**src/rtl/lac_net_ram.sv**
```systemverilog
// Generic single-write, single-read synchronous RAM with registered read data.
// Standalone; used by the classifier to hold the local network table.
`default_nettype none

module lac_net_ram #(
  parameter int DATA_W = 8,
  parameter int DEPTH  = 16,
  parameter int ADDR_W = (DEPTH > 1) ? $clog2(DEPTH) : 1
) (
  input  wire logic              clk,
  input  wire logic              wr_en,
  input  wire logic [ADDR_W-1:0] wr_addr,
  input  wire logic [DATA_W-1:0] wr_data,
  input  wire logic [ADDR_W-1:0] rd_addr,
  output logic      [DATA_W-1:0] rd_data
);

  logic [DATA_W-1:0] mem [DEPTH];

  // Write port
  always_ff @(posedge clk) begin
    if (wr_en) begin
      mem[wr_addr] <= wr_data;
    end
  end

  // Registered read port
  always_ff @(posedge clk) begin
    rd_data <= mem[rd_addr];
  end

endmodule

`default_nettype wire

```
**config.mk**
```make
export PLATFORM = sky130hd
export DESIGN_NAME = lac_net_ram
export DESIGN_NICKNAME = d
export VERILOG_FILES = /design/src/rtl/lac_net_ram.sv
export SDC_FILE = /design/constraint.sdc
export NUM_CORES = 1
export LEC_CHECK = 0
export ABC_AREA = 1
export BUFFER_PORTS_ARGS = -buffer_cell sky130_fd_sc_hd__clkbuf_2
export CELL_PAD_IN_SITES_DETAIL_PLACEMENT = 0
export CELL_PAD_IN_SITES_GLOBAL_PLACEMENT = 1
export CORE_UTILIZATION = 52
export DETAILED_ROUTE_END_ITERATION = 8
export PLACE_DENSITY_LB_ADDON = 0.3
export SETUP_SLACK_MARGIN = 0.1
export SLEW_MARGIN = 0
export SYNTH_ARGS = -nofsm -noshare
export SYNTH_HDL_FRONTEND = slang
export SYNTH_SLANG_ARGS = --single-unit
```
**constraint.sdc**
```tcl
create_clock -name clk -period 1.6 [get_ports clk]
set_input_delay 0.08 -clock clk [delete_from_list [all_inputs] [get_ports clk]]
set_output_delay 0.08 -clock clk [all_outputs]
set_load 0.01 [all_outputs]
```
==> results.yml <==
run_status:
  outcome: "finished clean"
floorplanning:
  die_h_um: 107.3
  ioPinCount: 26
  start_util_pct: 53.20
  die_w_um: 107.3
  floorplan.rows: 38
  core_area_um2: 10840
  die_area_um2: 11520
critical_path:
  critPathLaunchType: "flip-flop"
  cpLargestDelayFamily: "flip-flops"
  slowest_stage: "dfxtp_1"
  path_cells: "clkbuf_2"
  crit_cells: 1
  timing.reg2reg.setup_slack_ns: 0.60
  critPathBufInv: 1
  cp-end-kind: "output port"
  critPathMaxStageDelay_ns: 0.36
  reg2reg_depth: 6
  path_class: "reg2out"
  cp_data_required_time_ns: 1.52
  crit_fanout: 1
  worstPathArrival_ns: 1.03
sta:
  hold_viol: 0
  fin_tns_setup_ns: 0
  relSlewSlack_pct: 71.56
  finalSetupViolations: 0
  skew_ns: 0.005465
  worst_pin_slew_ns: 0.4266
  period_needed_ns: 1.112
  max_freq_mhz: 899.0
  drv_slew: 0
  post-route-period-util_pct: 69.52
  rsz0062_at_grt: "false"
synth:
  syn_inst: 551
  synth_top_flop_cell: "edfxtp_1"
  yosysMostFrequentCell: "nand2_1"
  synth_area_um2: 5767
  synthTopCellsByCount: "nand2_1 (173), edfxtp_1 (128), inv_1 (100)"
  synth_area_leaders: "edfxtp_1 (67%), nand2_1 (11%), nand3_1 (8.4%), inv_1 (6.5%), dfxtp_1 (2.8%)"
  synth_nets: 569
  synth-seq-cells: 136
  yosysSeqAreaShare_pct: 69.43
  yosysTopAreaCellShare_pct: 66.65
  yosysTopAreaCell: "edfxtp_1"
  yosys_warnings: 0
  synth_cell_types: 12
  async_flop_share_pct: 0
  syn_area_per_cell_um2: 10.47
  synth-edff-count: 128
route:
  viasPerCell: 5.084
  drt-total-wl_mm: 12.66
  drc_errors: 0
  via_count: 3818
  firstDrtPassIters: 5
  ant_nets: 0
  wire_per_inst_um: 16.86
  drtIter0Drc: 285
global_routing:
  grt_max_degree: 65
  gr-total-overflow: 0
  grt_pass1_vias: 3652
  antenna_found_initial: 0
  grt_pass1_wl_mm: 20.03
  grt_use_total_pct: 24.72
finish:
  fin_cells: 751
  syn2layout_area_growth_pct: 16.10
  num-nets-final: 616
  layout-drive-gt1-share_pct: 13.42
  antennaDiodeCount: 0
clock_network:
  cts_sinks: 136
  path_clk_slew_ns: 0.06
  postCtsSetupRepairBufs: 0
  numCtsBuffers: 17
  clockBufferDepth: 2
  root_buffer: "clkbuf_8"
  clk_latency_ns: 0.52
  htreeDepth: 4
  cts_tree: "done"
placement:
  gp_congestion: 0.8011
  portBuffers: 25
  placed_cells: 718
  dpl.hpwl_mm: 7.784
worst_hold_path:
  hold_path_class: "in2reg"
  whs_path_depth: 1
power:
  power_density_nw_per_um2: 1221
  max-vdd-ir-drop_mv: 0.7651
  p_leak_nw: 2.941
job:
  cap_violations: 0
per-stage QoR:
stage	total power (W)	hold slack, ns	util [%]	worst slack (ns)	instance area, µm²
after global placement	0.004572	0.4611	56.46	0.3327	6121
after global routing	0.008421	0.05888	61.76	0.4471	6695
after detailed placement	0.004582	0.4613	56.46	0.3336	6121
final	0.008177	0.04429	61.76	0.4877	6695
after CTS	0.008210	0.04306	61.76	0.4650	6695
after floorplan	0.004368	0.1789	-	0.5692	5767
area by class of cell:
class	instances	area (µm²)
fillers	899	4145
flip-flops and latches	136	4004
inverters	102	382.9
multi-input cells	289	1214
clock buffers	21	439.2
repair buffers	52	355.3
clock inverters	11	125.1
well taps	140	175.2
cell families (layout without fill, tap and decap cells):
logic type             after synthesis  after routing  share of synthesized area, %
and+or+nand+nor                    289            289                         21.05
DFF                                136            136                         69.43
buffers and inverters              126            186                         9.525
per-layer routing:
layer	up-vias	global-route usage [%]	wire [µm]
li1	1865	-	-
met4	0	8.708	230
met1	1803	34.72	5582
met5	-	0	0
met3	22	5.932	814
met2	128	37.88	6032
worst paths after layout:
path	from	end
setup / recovery	rd_data[5]	rd_data[5]
hold / removal	wr_data[2]	mem[9][2]
setup reg to reg	mem[7][3]	rd_data[3]
hold reg to reg	mem[14][4]	rd_data[4]
flip-flops by register name, summed over array words and instances, names as in the netlist:
name,cells
mem,128
rd_data,8
repair_timing:
action | CTS | global route
hold buffers | 1 | 0
gates resized for setup | 0 | 0
hold endpoints to repair | 7 | 0
power breakdown:
group          switching (W)  internal [W]  leakage [nW]
Combinational       0.000347      0.000152          1.44
Sequential         0.0000268       0.00398          1.22
Clock                0.00141       0.00226         0.272
cells in the final DEF, fill, tap and decap left out, types with 3 or more instances in the layout:
cell       instances
nand2_1          173
edfxtp_1         128
inv_1            100
nand3_1           97
clkbuf_2          25
buf_4             24
nor2_1            17
clkbuf_16         16
dfxtp_1            8
clkinv_2           3
clkinv_4           3
clkbuf_1           3
Power figures use the tool's default switching activity.
