### config.mk
export PLATFORM = sky130hd
export DESIGN_NAME = lac_scan_ctrl
export DESIGN_NICKNAME = d
export VERILOG_FILES = /design/src/rtl/lac_pkg.sv /design/src/rtl/lac_scan_ctrl.sv
export SDC_FILE = /design/constraint.sdc
export NUM_CORES = 1
export LEC_CHECK = 0
export BUFFER_PORTS_ARGS = -buffer_cell sky130_fd_sc_hd__buf_2
export CORE_AREA = 2 2 308 310
export CTS_CLUSTER_SIZE = 14
export DETAILED_ROUTE_END_ITERATION = 8
export DIE_AREA = 0 0 310 312
export PLACE_DENSITY_LB_ADDON = 0.3
export SLEW_MARGIN = 40
export SYNTH_ARGS = -nofsm -noshare
export SYNTH_HDL_FRONTEND = slang
export SYNTH_SLANG_ARGS = --single-unit
### constraint.sdc
create_clock -name clk -period 6.6 [get_ports clk]
set_clock_uncertainty 0.05 [all_clocks]
set_input_delay 0.99 -clock clk [delete_from_list [all_inputs] [get_ports clk]]
set_output_delay 0.99 -clock clk [all_outputs]
set_load 0.005 [all_outputs]
### src/rtl/lac_pkg.sv
// Shared types, codes and helper functions for the LAN address classifier.
// No dependencies; the files that use it refer to this package by scoped names.
`default_nettype none

package lac_pkg;

  // Table geometry
  localparam int MAX_LOCAL_NETS = 16;
  localparam int IDX_W = (MAX_LOCAL_NETS > 1) ? $clog2(MAX_LOCAL_NETS) : 1;
  localparam int CNT_W = $clog2(MAX_LOCAL_NETS + 1);
  localparam int LCNT_W = 5;

  // Request codes
  localparam logic REQ_QUERY = 1'b0;
  localparam logic REQ_LOAD  = 1'b1;

  // Address type codes
  localparam logic [1:0] ADDR_LOOPBACK = 2'd0;
  localparam logic [1:0] ADDR_IPV4     = 2'd1;
  localparam logic [1:0] ADDR_IPV6     = 2'd2;
  localparam logic [1:0] ADDR_OTHER    = 2'd3;

  // Match kind codes
  localparam logic [1:0] KIND_NONE     = 2'd0;
  localparam logic [1:0] KIND_LOOPBACK = 2'd1;
  localparam logic [1:0] KIND_FIXED    = 2'd2;
  localparam logic [1:0] KIND_TABLE    = 2'd3;

  // Fixed private range octets
  localparam logic [7:0] OCT_TEN     = 8'd10;
  localparam logic [7:0] OCT_172     = 8'd172;
  localparam logic [7:0] OCT_16      = 8'd16;
  localparam logic [7:0] OCT_192     = 8'd192;
  localparam logic [7:0] OCT_168     = 8'd168;
  localparam logic [7:0] OCT_127     = 8'd127;
  localparam logic [7:0] MASK_F0     = 8'hf0;
  localparam logic [7:0] MASK_C0     = 8'hc0;
  localparam logic [7:0] MASK_FE     = 8'hfe;
  localparam logic [7:0] V6_LINK_B0  = 8'hfe;
  localparam logic [7:0] V6_LINK_B1  = 8'h80;
  localparam logic [7:0] V6_ULA_B0   = 8'hfc;

  typedef struct packed {
    logic        req_type;
    logic [1:0]  addr_type;
    logic [63:0] addr_hi;
    logic [63:0] addr_lo;
    logic [63:0] mask_hi;
    logic [63:0] mask_lo;
    logic [3:0]  entry_index;
  } in_item_t;

  typedef struct packed {
    logic       is_lan;
    logic [1:0] match_kind;
  } out_item_t;

  // One stored local network entry
  typedef struct packed {
    logic [1:0]  net_type;
    logic [63:0] net_addr_hi;
    logic [63:0] net_addr_lo;
    logic [63:0] net_mask_hi;
    logic [63:0] net_mask_lo;
  } entry_t;

  localparam int ENTRY_W = $bits(entry_t);

  // Table write request from the sequencer
  typedef struct packed {
    logic             en;
    logic [IDX_W-1:0] addr;
    entry_t           data;
  } ram_wr_t;

  // Fixed private ranges: IPv4 10/8, 172.16/12, 192.168/16, 127/8;
  // IPv6 fe80::/10, fc00::/7
  function automatic logic fixed_private(logic [1:0] atype, logic [63:0] hi,
                                         logic [63:0] lo);
    logic [7:0] o0;
    logic [7:0] o1;
    logic [7:0] b0;
    logic [7:0] b1;
    logic       hit;
    o0  = lo[31:24];
    o1  = lo[23:16];
    b0  = hi[63:56];
    b1  = hi[55:48];
    hit = 1'b0;
    if (atype == ADDR_IPV4) begin
      hit = (o0 == OCT_TEN) ||
            ((o0 == OCT_172) && ((o1 & MASK_F0) == OCT_16)) ||
            ((o0 == OCT_192) && (o1 == OCT_168)) ||
            (o0 == OCT_127);
    end else if (atype == ADDR_IPV6) begin
      hit = ((b0 == V6_LINK_B0) && ((b1 & MASK_C0) == V6_LINK_B1)) ||
            ((b0 & MASK_FE) == V6_ULA_B0);
    end
    return hit;
  endfunction

endpackage

`default_nettype wire

### src/rtl/lac_scan_ctrl.sv
// Request sequencer: loads table entries, runs fixed range checks and scans
// the table one entry per cycle. Depends on lac_pkg.
`default_nettype none

module lac_scan_ctrl (
  input  wire logic                        clk,
  input  wire logic                        rst_n,
  input  wire logic                        in_valid,
  output logic                             in_ready,
  input  wire lac_pkg::in_item_t           in_data,
  input  wire logic [lac_pkg::CNT_W-1:0]   scan_n,
  output lac_pkg::ram_wr_t                 ram_wr,
  output logic      [lac_pkg::IDX_W-1:0]   ram_rd_addr,
  input  wire lac_pkg::entry_t             ram_rd_data,
  output logic                             out_valid,
  input  wire logic                        out_ready,
  output lac_pkg::out_item_t               out_data
);

  typedef enum logic [1:0] {
    ST_IDLE,
    ST_SCAN,
    ST_DONE
  } state_t;

  state_t                    state_r, state_nxt;
  logic [lac_pkg::CNT_W-1:0] cnt_r, cnt_nxt;
  logic [1:0]                q_type_r;
  logic [63:0]               q_hi_r;
  logic [63:0]               q_lo_r;
  lac_pkg::out_item_t        res_r, res_nxt;
  logic                      out_valid_r, out_valid_nxt;
  lac_pkg::out_item_t        out_data_r, out_data_nxt;
  logic                      accept;
  logic                      entry_hit;
  logic                      scan_last;
  logic [lac_pkg::CNT_W-1:0] cnt_inc;
  logic [31:0]               v4_mask;

  assign in_ready  = (state_r == ST_IDLE);
  assign accept    = in_valid && in_ready;
  assign out_valid = out_valid_r;
  assign out_data  = out_data_r;

  // Write a table entry on an accepted load
  always_comb begin
    ram_wr.en                  = accept && (in_data.req_type == lac_pkg::REQ_LOAD) &&
                                 (int'(in_data.entry_index) < lac_pkg::MAX_LOCAL_NETS);
    ram_wr.addr                = lac_pkg::IDX_W'(in_data.entry_index);
    ram_wr.data.net_type       = in_data.addr_type;
    ram_wr.data.net_addr_hi    = in_data.addr_hi;
    ram_wr.data.net_addr_lo    = in_data.addr_lo;
    ram_wr.data.net_mask_hi    = in_data.mask_hi;
    ram_wr.data.net_mask_lo    = in_data.mask_lo;
  end

  // Read entry 0 on accept, then one entry ahead of the compare
  assign cnt_inc     = cnt_r + 1'b1;
  assign ram_rd_addr = (state_r == ST_SCAN) ? cnt_inc[lac_pkg::IDX_W-1:0]
                                            : '0;
  assign scan_last   = (cnt_inc == scan_n);

  // Compare the entry read last cycle against the held query
  assign v4_mask = ram_rd_data.net_mask_lo[31:0];
  always_comb begin
    entry_hit = 1'b0;
    if (ram_rd_data.net_type == q_type_r) begin
      case (q_type_r)
        lac_pkg::ADDR_IPV4: begin
          entry_hit = ((ram_rd_data.net_addr_lo[31:0] & v4_mask) ==
                       (q_lo_r[31:0] & v4_mask));
        end
        lac_pkg::ADDR_IPV6: begin
          entry_hit = ((ram_rd_data.net_addr_hi & ram_rd_data.net_mask_hi) ==
                       (q_hi_r & ram_rd_data.net_mask_hi)) &&
                      ((ram_rd_data.net_addr_lo & ram_rd_data.net_mask_lo) ==
                       (q_lo_r & ram_rd_data.net_mask_lo));
        end
        lac_pkg::ADDR_OTHER: begin
          entry_hit = 1'b1;
        end
        default: begin
          entry_hit = 1'b0;
        end
      endcase
    end
  end

  // Next state, result and output register
  always_comb begin
    state_nxt     = state_r;
    cnt_nxt       = cnt_r;
    res_nxt       = res_r;
    out_valid_nxt = out_valid_r && !out_ready;
    out_data_nxt  = out_data_r;
    case (state_r)
      ST_IDLE: begin
        if (accept) begin
          cnt_nxt   = '0;
          state_nxt = ST_DONE;
          res_nxt   = '{is_lan: 1'b0, match_kind: lac_pkg::KIND_NONE};
          if (in_data.req_type == lac_pkg::REQ_QUERY) begin
            if (in_data.addr_type == lac_pkg::ADDR_LOOPBACK) begin
              res_nxt = '{is_lan: 1'b1, match_kind: lac_pkg::KIND_LOOPBACK};
            end else if (lac_pkg::fixed_private(in_data.addr_type, in_data.addr_hi,
                                                in_data.addr_lo)) begin
              res_nxt = '{is_lan: 1'b1, match_kind: lac_pkg::KIND_FIXED};
            end else if (scan_n != '0) begin
              state_nxt = ST_SCAN;
            end
          end
        end
      end
      ST_SCAN: begin
        cnt_nxt = cnt_inc;
        if (entry_hit) begin
          res_nxt   = '{is_lan: 1'b1, match_kind: lac_pkg::KIND_TABLE};
          state_nxt = ST_DONE;
        end else if (scan_last) begin
          state_nxt = ST_DONE;
        end
      end
      ST_DONE: begin
        if (!out_valid_r || out_ready) begin
          out_valid_nxt = 1'b1;
          out_data_nxt  = res_r;
          state_nxt     = ST_IDLE;
        end
      end
      default: begin
        state_nxt = ST_IDLE;
      end
    endcase
  end

  // Hold state, counters and registered outputs
  always_ff @(posedge clk) begin
    if (!rst_n) begin
      state_r     <= ST_IDLE;
      out_valid_r <= 1'b0;
      cnt_r       <= '0;
    end else begin
      state_r     <= state_nxt;
      out_valid_r <= out_valid_nxt;
      cnt_r       <= cnt_nxt;
    end
    res_r      <= res_nxt;
    out_data_r <= out_data_nxt;
  end

  // Capture the query address
  always_ff @(posedge clk) begin
    if (accept) begin
      q_type_r <= in_data.addr_type;
      q_hi_r   <= in_data.addr_hi;
      q_lo_r   <= in_data.addr_lo;
    end
  end

endmodule

`default_nettype wire

==> qor.csv <==
metric,value,unit
drc,0,
grt_usage,0.107,
cts_max_level,4,
initial_core_util,0.0919,
grt_pass1_wl,65.3,mm
crit_start,ram_rd_data[191],
synth_top_cells_by_area,"edfxtp_1, buf_4, xor2_1, a22oi_1, dfxtp_1",
dpl_cell_area,10900,sq um
synth.distinct_cells,50,
worst_hold_slack,375,ps
syn2layout_area_growth,34.7,%
design_area,11500,sq um
hold_path.class,reg -> reg,
syn_avg_cell_area,12.1,sq um
clockBufferDepth,2,
num_rows,112,
fin_crit_sh,0.579,
grt_pass1_vias,6800,
setup.worst_path.start_class,input port,
hold_start,res_r[0]$_SDFFCE_PP1P_,
drtAntennaViolNets,0,
yosys_warnings,0,
hpwl,47.6,mm
gp_congestion,0.871,
async_flop_share,0,
cp.arrival,3970,ps
clock_latency,510,ps
setup_viol,0,
irDropWorstVdd,0.217,mV
die_w,310,um
leakage,4.71,nW
rsz0062_at_grt,no,
coreArea,93000,sq um
gr-total-overflow,0,
syn_inst,706,
post_cts_buffers,0,
ctsResizeCount,0,
cts_made_buffers,17,
crit_required,6750,ps
synthesis.area,8550,sq um
first_iter_violations,290,
synth_top_cell_area_share,0.478,
grt_start_max_net_pins,127,
port-buffer-count,537,
final_nets,1530,
powerDensity,229,nW/um^2
fin_tns_setup,0,ps
fmax,262,MHz
die-height,312,um
syn_nets,1237,
slew_viol_final,0,
outcome,finished clean,
die_area,96700,sq um
min_period,3820,ps
cts_num_sinks,144,
yosys.area_share.adder,0.00146,
totalWireLength,53.8,mm
via_count,6386,
muxShareOfSynthArea,0,
cts.clk_slew.worst_paths,60,ps
cts_hold_buf,0,
fin_util,0.124,
via_per_inst,2.81,
ys_ff_latch,144,
worst_pin_slew,815,ps
drive_gt1_frac,0.574,
final_common_cell,buf_2,
synth-simple-area-share,0.0524,
antenna_found_initial,8,
synth-edff-count,136,
critPathMaxFanout,3,
cts_root_buf,clkbuf_16,
synth_compound_area_frac,0.0758,
end_kind,register,
r2r-start,q_lo_r[63]$_DFFE_PP_,
slew_headroom,0.457,
drtPass1Iterations,4,
synth_xor_area_frac,0.139,
seq_area_frac_synth,0.496,
critPathKind,in -> reg,
num_io_pins,802,
final_cell_mix,"buf_2, edfxtp_1, xor2_1",
drv_cap,0,
hold_viol_final,0,
synthFlopType,edfxtp_1,
cts_tree,yes,
synth_top_family_by_area,buffers and inverters,
post_drt_wl_per_cell,23.6,um
synth_top_area_cell,edfxtp_1,
==> registers in the layout (all words and copies together), names as in the netlist <==
| signal | flops |
|---|---|
| res_r | 3 |
| out_data | 3 |
| q_lo_r | 64 |
| q_type_r | 2 |
| q_hi_r | 64 |
| out_valid | 1 |
| cnt_r | 5 |
| state_r | 2 |
==> final cells by class <==
class                      count  area, sq um
sequential                   144         4240
multi-input combinational    294         2330
clock buffer                  19          433
timing repair buffer         541         2750
tap                         1254         1570
antenna                        8         20.0
fill                       10700        81500
inverter                       1         3.75
clock inverter                13          163
==> power by group <==
| part | internal, mW | switching (mW) | leakage, nW | total [mW] |
|---|---|---|---|---|
| Sequential | 1.10 | 0.0417 | 1.37 | 1.14 |
| Combinational | 0.198 | 0.250 | 3.07 | 0.448 |
| Clock | 0.593 | 0.458 | 0.274 | 1.05 |
==> routing by layer <==
layer / track usage / vias to the layer above / share of wire
li1: - / 2849 / -
met1: 0.0917 / 2925 / 0.30
met2: 0.192 / 549 / 0.51
met3: 0.0611 / 63 / 0.14
met4: 0.0610 / 0 / 0.053
met5: 0.000990 / - / 0
==> synthesized netlist by cell type, types with 2 or more instances <==
library cell / instances
nand4_1: 17
xor2_1: 131
dfxtp_1: 8
o21ai_1: 2
nor3_1: 3
a21oi_1: 5
or4b_1: 2
a22oi_1: 62
xnor2_1: 5
nor2_1: 11
nor2b_1: 7
nand2_1: 6
and2_1: 3
edfxtp_1: 136
o21ai_0: 3
nand3_1: 4
buf_4: 266
nand4b_1: 2
or4_1: 2
==> final timing paths <==
kind                       endpoint  slack (ps)  depth (start not counted)
min reg2reg   out_data[0]$_DFFE_PP_         380                          0
min           out_data[0]$_DFFE_PP_         380                          0
max reg2reg  res_r[2]$_SDFFCE_PP1P_        2990                          8
max          res_r[2]$_SDFFCE_PP1P_        2780                          9
==> per-stage QoR <==
step / instances / total power [mW] / setup WS (ps)
floorplan: 706 / 1.43 / 1470
global placement: 2231 / 1.61 / 559
detailed placement: 2233 / 1.62 / 1910
CTS: 2265 / 2.72 / 2460
global route: 2266 / 2.78 / 2360
finish: 2274 / 2.64 / 2780
==> worst max-delay path, cell delays in order <==
cell and delay (ps):
buf_2 100, xor2_1 160, a2111oi_2 360, clkdlybuf4s18_2 290, nand3_1 320, nor4_2 560
nand4_1 510, o21ai_1 440, a21o_1 220
==> logic make-up after synthesis <==
family	Yosys count
compound gates	87
xor+xnor	136
fa+ha+maj	1
buf+inv	268
flops	144
simple gates	70
Power figures use the tool's default switching activity.
